<file path="config.mk">
export PLATFORM = sky130hd
export DESIGN_NAME = bvs_ctrl
export DESIGN_NICKNAME = d
export VERILOG_FILES = /design/src/design/bvs_pkg.sv /design/src/design/bvs_ctrl.sv
export SDC_FILE = /design/constraint.sdc
export NUM_CORES = 1
export LEC_CHECK = 0
export ABC_AREA = 1
export BUFFER_PORTS_ARGS = -buffer_cell sky130_fd_sc_hd__buf_2
export CORE_AREA = 5 5 42 44
export CTS_BUF_LIST = sky130_fd_sc_hd__clkbuf_16
export CTS_CLUSTER_DIAMETER = 60
export DETAILED_ROUTE_END_ITERATION = 12
export DIE_AREA = 0 0 47 49
export SYNTH_ARGS = -nofsm -noshare
export SYNTH_HDL_FRONTEND = slang
export SYNTH_SLANG_ARGS = --single-unit
export TNS_END_PERCENT = 5
</file>
<file path="constraint.sdc">
create_clock -name clk -period 1.6 [get_ports clk]
set_clock_uncertainty 0.05 [all_clocks]
set_input_delay 0.32 -clock clk [delete_from_list [all_inputs] [get_ports clk]]
set_output_delay 0.32 -clock clk [all_outputs]
set_load 0.01 [all_outputs]
</file>
<file path="src/design/bvs_pkg.sv">
// ----------------------------------------------------------------------------
// bvs_pkg: shared types and constants for the bounded value stack
// Operation and error codes, controller states, command/status bundles.
// ----------------------------------------------------------------------------
package bvs_pkg;

  localparam int WORD_W  = 64;
  localparam int ACT_W   = 3;
  localparam int ERR_W   = 2;
  localparam int DEPTH_W = 8;
  localparam int IN_W    = 72;  // 3 + 64 bits, padded to bytes
  localparam int OUT_W   = 80;  // 64 + 2 + 8 bits, padded to bytes

  typedef enum logic [ACT_W-1:0] {
    ACT_PUSH  = 3'd0,
    ACT_POP   = 3'd1,
    ACT_PEEK  = 3'd2,
    ACT_DUP   = 3'd3,
    ACT_SWAP  = 3'd4,
    ACT_CLEAR = 3'd5
  } act_t;

  typedef enum logic [ERR_W-1:0] {
    ERR_OK    = 2'd0,
    ERR_EMPTY = 2'd1,
    ERR_FULL  = 2'd2,
    ERR_FEW   = 2'd3
  } err_t;

  typedef enum logic [1:0] {
    S_IDLE,
    S_POP_LOAD,
    S_SWAP_LOAD
  } state_t;

  // memory address source: pointer minus one or minus two
  typedef enum logic {
    ADDR_M1,
    ADDR_M2
  } addr_sel_t;

  typedef struct packed {
    logic      enq;            // push a result into the output queue
    err_t      err;
    logic      rd_top;         // result word is the cached top
    logic      ptr_inc;
    logic      ptr_dec;
    logic      ptr_clr;
    logic      top_from_word;
    logic      top_from_rdata;
    logic      mem_wr;         // write cached top to memory
    logic      mem_rd;
    addr_sel_t addr_sel;
  } cmd_t;

  typedef struct packed {
    logic empty;
    logic single;
    logic few;
    logic full;
    logic q_full;
  } stat_t;

  typedef struct packed {
    logic [DEPTH_W-1:0] depth;
    err_t               err;
    logic [WORD_W-1:0]  value;
  } res_t;

endpackage

</file>
<file path="src/design/bvs_ctrl.sv">
// ----------------------------------------------------------------------------
// bvs_ctrl: operation sequencer
// Decodes the accepted operation against the stack status and drives the
// datapath commands; pop (two or more entries) and swap add a memory-read load state.
// ----------------------------------------------------------------------------
module bvs_ctrl
  import bvs_pkg::*;
(
  input  logic             clk,
  input  logic             rst,
  input  logic             s_tvalid,
  output logic             s_tready,
  input  logic [ACT_W-1:0] action,
  input  stat_t            stat,
  output cmd_t             cmd
);

  state_t state;
  state_t state_next;
  logic   accept;
  act_t   act;

  assign act      = act_t'(action);
  // ready only in idle, outside reset, with room in the output queue
  assign s_tready = !rst && (state == S_IDLE) && !stat.q_full;
  assign accept   = s_tvalid && s_tready;

  always_ff @(posedge clk) begin
    if (rst) begin
      state <= S_IDLE;
    end else begin
      state <= state_next;
    end
  end

  // next state
  always_comb begin
    state_next = state;
    case (state)
      S_IDLE: begin
        if (accept && act == ACT_POP && !stat.empty && !stat.single) begin
          state_next = S_POP_LOAD;
        end else if (accept && act == ACT_SWAP && !stat.few) begin
          state_next = S_SWAP_LOAD;
        end
      end
      S_POP_LOAD:  state_next = S_IDLE;
      S_SWAP_LOAD: state_next = S_IDLE;
      default:     state_next = S_IDLE;
    endcase
  end

  // outputs
  always_comb begin
    cmd      = '0;
    cmd.err  = ERR_OK;
    case (state)
      S_IDLE: begin
        if (accept) begin
          cmd.enq = 1'b1;
          case (act)
            ACT_PUSH: begin
              if (stat.full) begin
                cmd.err = ERR_FULL;
              end else begin
                cmd.mem_wr        = !stat.empty;
                cmd.addr_sel      = ADDR_M1;
                cmd.top_from_word = 1'b1;
                cmd.ptr_inc       = 1'b1;
              end
            end
            ACT_POP: begin
              if (stat.empty) begin
                cmd.err = ERR_EMPTY;
              end else begin
                cmd.rd_top   = 1'b1;
                cmd.ptr_dec  = 1'b1;
                cmd.mem_rd   = !stat.single;
                cmd.addr_sel = ADDR_M2;
              end
            end
            ACT_PEEK: begin
              if (stat.empty) begin
                cmd.err = ERR_EMPTY;
              end else begin
                cmd.rd_top = 1'b1;
              end
            end
            ACT_DUP: begin
              if (stat.empty) begin
                cmd.err = ERR_EMPTY;
              end else if (stat.full) begin
                cmd.err = ERR_FULL;
              end else begin
                cmd.mem_wr   = 1'b1;
                cmd.addr_sel = ADDR_M1;
                cmd.ptr_inc  = 1'b1;
              end
            end
            ACT_SWAP: begin
              if (stat.few) begin
                cmd.err = ERR_FEW;
              end else begin
                cmd.mem_rd   = 1'b1;
                cmd.addr_sel = ADDR_M2;
              end
            end
            ACT_CLEAR: cmd.ptr_clr = 1'b1;
            default: ;
          endcase
        end
      end
      S_POP_LOAD: begin
        cmd.top_from_rdata = 1'b1;
      end
      S_SWAP_LOAD: begin
        // old top goes down, second entry comes up into the top register
        cmd.mem_wr         = 1'b1;
        cmd.addr_sel       = ADDR_M2;
        cmd.top_from_rdata = 1'b1;
      end
      default: ;
    endcase
  end

  a_busy_not_ready: assert property (@(posedge clk) disable iff (rst)
    (state != S_IDLE) |-> !s_tready)
    else $error("input ready while a load is pending");

  a_read_then_load: assert property (@(posedge clk) disable iff (rst)
    (state == S_IDLE && cmd.mem_rd) |=> (state == S_POP_LOAD || state == S_SWAP_LOAD))
    else $error("memory read not followed by a load cycle");

  a_single_port: assert property (@(posedge clk) disable iff (rst)
    cmd.mem_wr |-> !cmd.mem_rd)
    else $error("read and write in the same cycle");

endmodule

</file>
==> impl_metrics.tcl <==
set metrics [dict create \
    p_sw_mw 0.100 \
    slew_violations 0 \
    hold_viol_final 0 \
    rr_worst_depth 8 \
    fmax_mhz 588 \
    end_kind "output port" \
    seqPwrFrac 0.101 \
    gp_congestion 0.769 \
    routed_via_density 4.31 \
    grt_max_degree 6 \
    dp_hpwl_um 826 \
    rsz0062_at_grt "true" \
    placement.io_buffers 23 \
    drtIter0Drc 4 \
    grtUsageTotal 0.117 \
    grt_pass1_vias 505 \
    cpLargestDelayFamily "simple AND/OR/NAND/NOR gates" \
    cp-start-kind "flip-flop" \
    cts_tree "yes" \
    die-area_um2 2300 \
    antenna_found_initial 0 \
    peakVddDrop_mv 1.13 \
    die_h_um 49 \
    hp-class "in2reg" \
    cts.clk_slew.worst_paths_ns 0.03 \
    r2r_start "state[0]" \
    die_w_um 47 \
    reg2reg_to "state[1]" \
    final_cell_mix "20 x buf_2, 16 x nand2_1, 12 x inv_1, 7 x buf_4, 5 x inv_2" \
    start_util 0.237 \
    critPathSlowestCell "dfxtp_2" \
    period_share 1.06 \
    ys_seq_area_frac 0.121 \
    drc 0 \
    power.share.switching 0.200 \
    power.density_nw_per_um2 737 \
    drive_gt1_frac 0.581 \
    drt_first_pass_iters 3 \
    reg2reg_slack_ns 0.35 \
    fin_crit_ns 1.70 \
    cts_hold_buffers 0 \
    clk_path_buf_depth 2 \
    status "finished, violations left" \
    area_growth_syn_to_layout_pct 106 \
    largest_register "state" \
    finalSetupTns_ns -0.789 \
    worstPathCellList "inv_2 > ha_4 > nand3_4 > nor2_8 > inv_2 > nor3b_2 > buf_2" \
    drv_cap 0 \
    grt_overflow 0 \
    crit_arrival_ns 1.33 \
    vias 470 \
    antenna_cells 0 \
    crit_path_frequent_cell "inv_2" \
    clk_latency_ns 0.22 \
    synth_cells 59 \
    synth_seq_cells 2 \
    syn-num-nets 72 \
    ys_warn_count 0 \
    syn_area_um2 332 \
    min_from "rst" \
    cts-root-buf "clkbuf_16" \
    critPathBufInv 3 \
    clock-sinks 2 \
    setup_slack_ns -0.101 \
    worst_pin_slew_ns 0.252 \
    syn_area_per_cell_um2 5.62 \
    fin_nets 108 \
    whs_path_depth 4 \
    hold_path_end "state[0]" \
    htreeDepth 1 \
    numCtsBuffers 3 \
    p_clk_frac 0.739 \
    p_int_mw 0.402 \
    avgRoutedWirePerCell_um 10.2 \
    coreArea_um2 1400 \
    p_leak_nw 0.422 \
    largest_register_ffs 2 \
    top_regs "state: 2 flops" \
    criticalPathCategory "reg2out" \
    dp_slack_ns -0.0427 \
    cp.required_ns 1.23 \
    synth.distinct_cells 14 \
    cpPeakStageDelay_ns 0.31 \
    setup_viol 10 \
    violations "negative setup slack" \
    final_common_cell "buf_2" \
    crit_path_max_fanout 5 \
    comb_power_share 0.160 \
    slew_headroom 0.832 \
    rows 14 \
    routed_wl_mm 1.11 \
    pin_count 24 \
    grt_pass1_wl_mm 1.99 \
    postRouteAntennaNets 0 \
]
worst max path at each step:
| stage | startpoint | end | cells after the start |
|---|---|---|---|
| final | state[0] | cmd[7] | 7 |
| after global routing | state[0] | cmd[7] | 7 |
| after CTS | state[0] | cmd[7] | 7 |
| after detailed placement | state[0] | cmd[5] | 7 |
| after global placement | state[0] | cmd[5] | 7 |
| after floorplan | state[0] | cmd[4] | 6 |
what timing repair did:
| item | in CTS | in global routing |
|---|---|---|
| resized for setup | 13 | 7 |
| buffers inserted | 5 | 0 |
| pin swaps | 4 | 1 |
| endpoints found under the setup margin | 11 | 11 |
| endpoints found under the hold margin | 0 | 0 |
stage by stage:
step                      std cells  area, µm²  utilization  hold WS, ns  power, mW
after floorplan                  59        332            -        0.395     0.0871
after global placement          101        489        0.349        0.406      0.116
after detailed placement        101        489        0.349        0.417      0.116
after CTS                       109        656        0.468        0.317      0.505
after global routing            109        682        0.487        0.342      0.530
final                           109        682        0.487        0.316      0.502
cells by family after synthesis:
logic type	count (synthesis)	share of synthesized area
simple gates	35	0.555
buf+inv	17	0.192
compound gates	3	0.0566
fa+ha+maj	2	0.0755
flops	2	0.121
cells in the mapped netlist (all sizes together):
| cell | number | area [µm²] |
|---|---|---|
| inv | 17 | 63.8 |
| nand2 | 17 | 63.8 |
| nor2 | 7 | 47.5 |
| nand3 | 6 | 40.0 |
| nor3 | 4 | 20.0 |
| a21oi | 3 | 18.8 |
| dfxtp | 2 | 40.0 |
| ha | 2 | 25.0 |
| nor3b | 1 | 12.5 |
layer usage:
layer	GRT usage	wire (µm)	vias up
met2	0.201	629	11
met3	0.0221	65	2
met1	0.124	405	211
met4	0.0691	10	0
li1	-	-	246
met5	0	0	-
worst reg2reg max path, cell delays in order, from the launching register on:
cell and delay [ns]:
dfxtp_2 0.33, inv_2 0.05, ha_4 0.16, nand3_4 0.08, nor2_8 0.05, buf_6 0.12, buf_4 0.12, a21oi_1 0.12
nor2_1 0.06
area by class of cell:
type | count | area (µm²)
timing repair buffer | 31 | 198
fill | 152 | 719
clock buffer | 3 | 75.1
tap | 16 | 20.0
multi-input combinational | 40 | 283
inverter | 17 | 63.8
sequential | 2 | 42.5
power by group through the flow:
stage	sequential, mW	combinational (mW)	clock, mW
4_1_cts	0.0508	0.0777	0.377
5_1_grt	0.0508	0.0898	0.389
3_3_place_gp	0.0513	0.0644	0
3_5_place_dp	0.0513	0.0648	0
2_1_floorplan	0.0513	0.0358	0
6_report	0.0508	0.0801	0.371
Power figures use the tool's default switching activity.
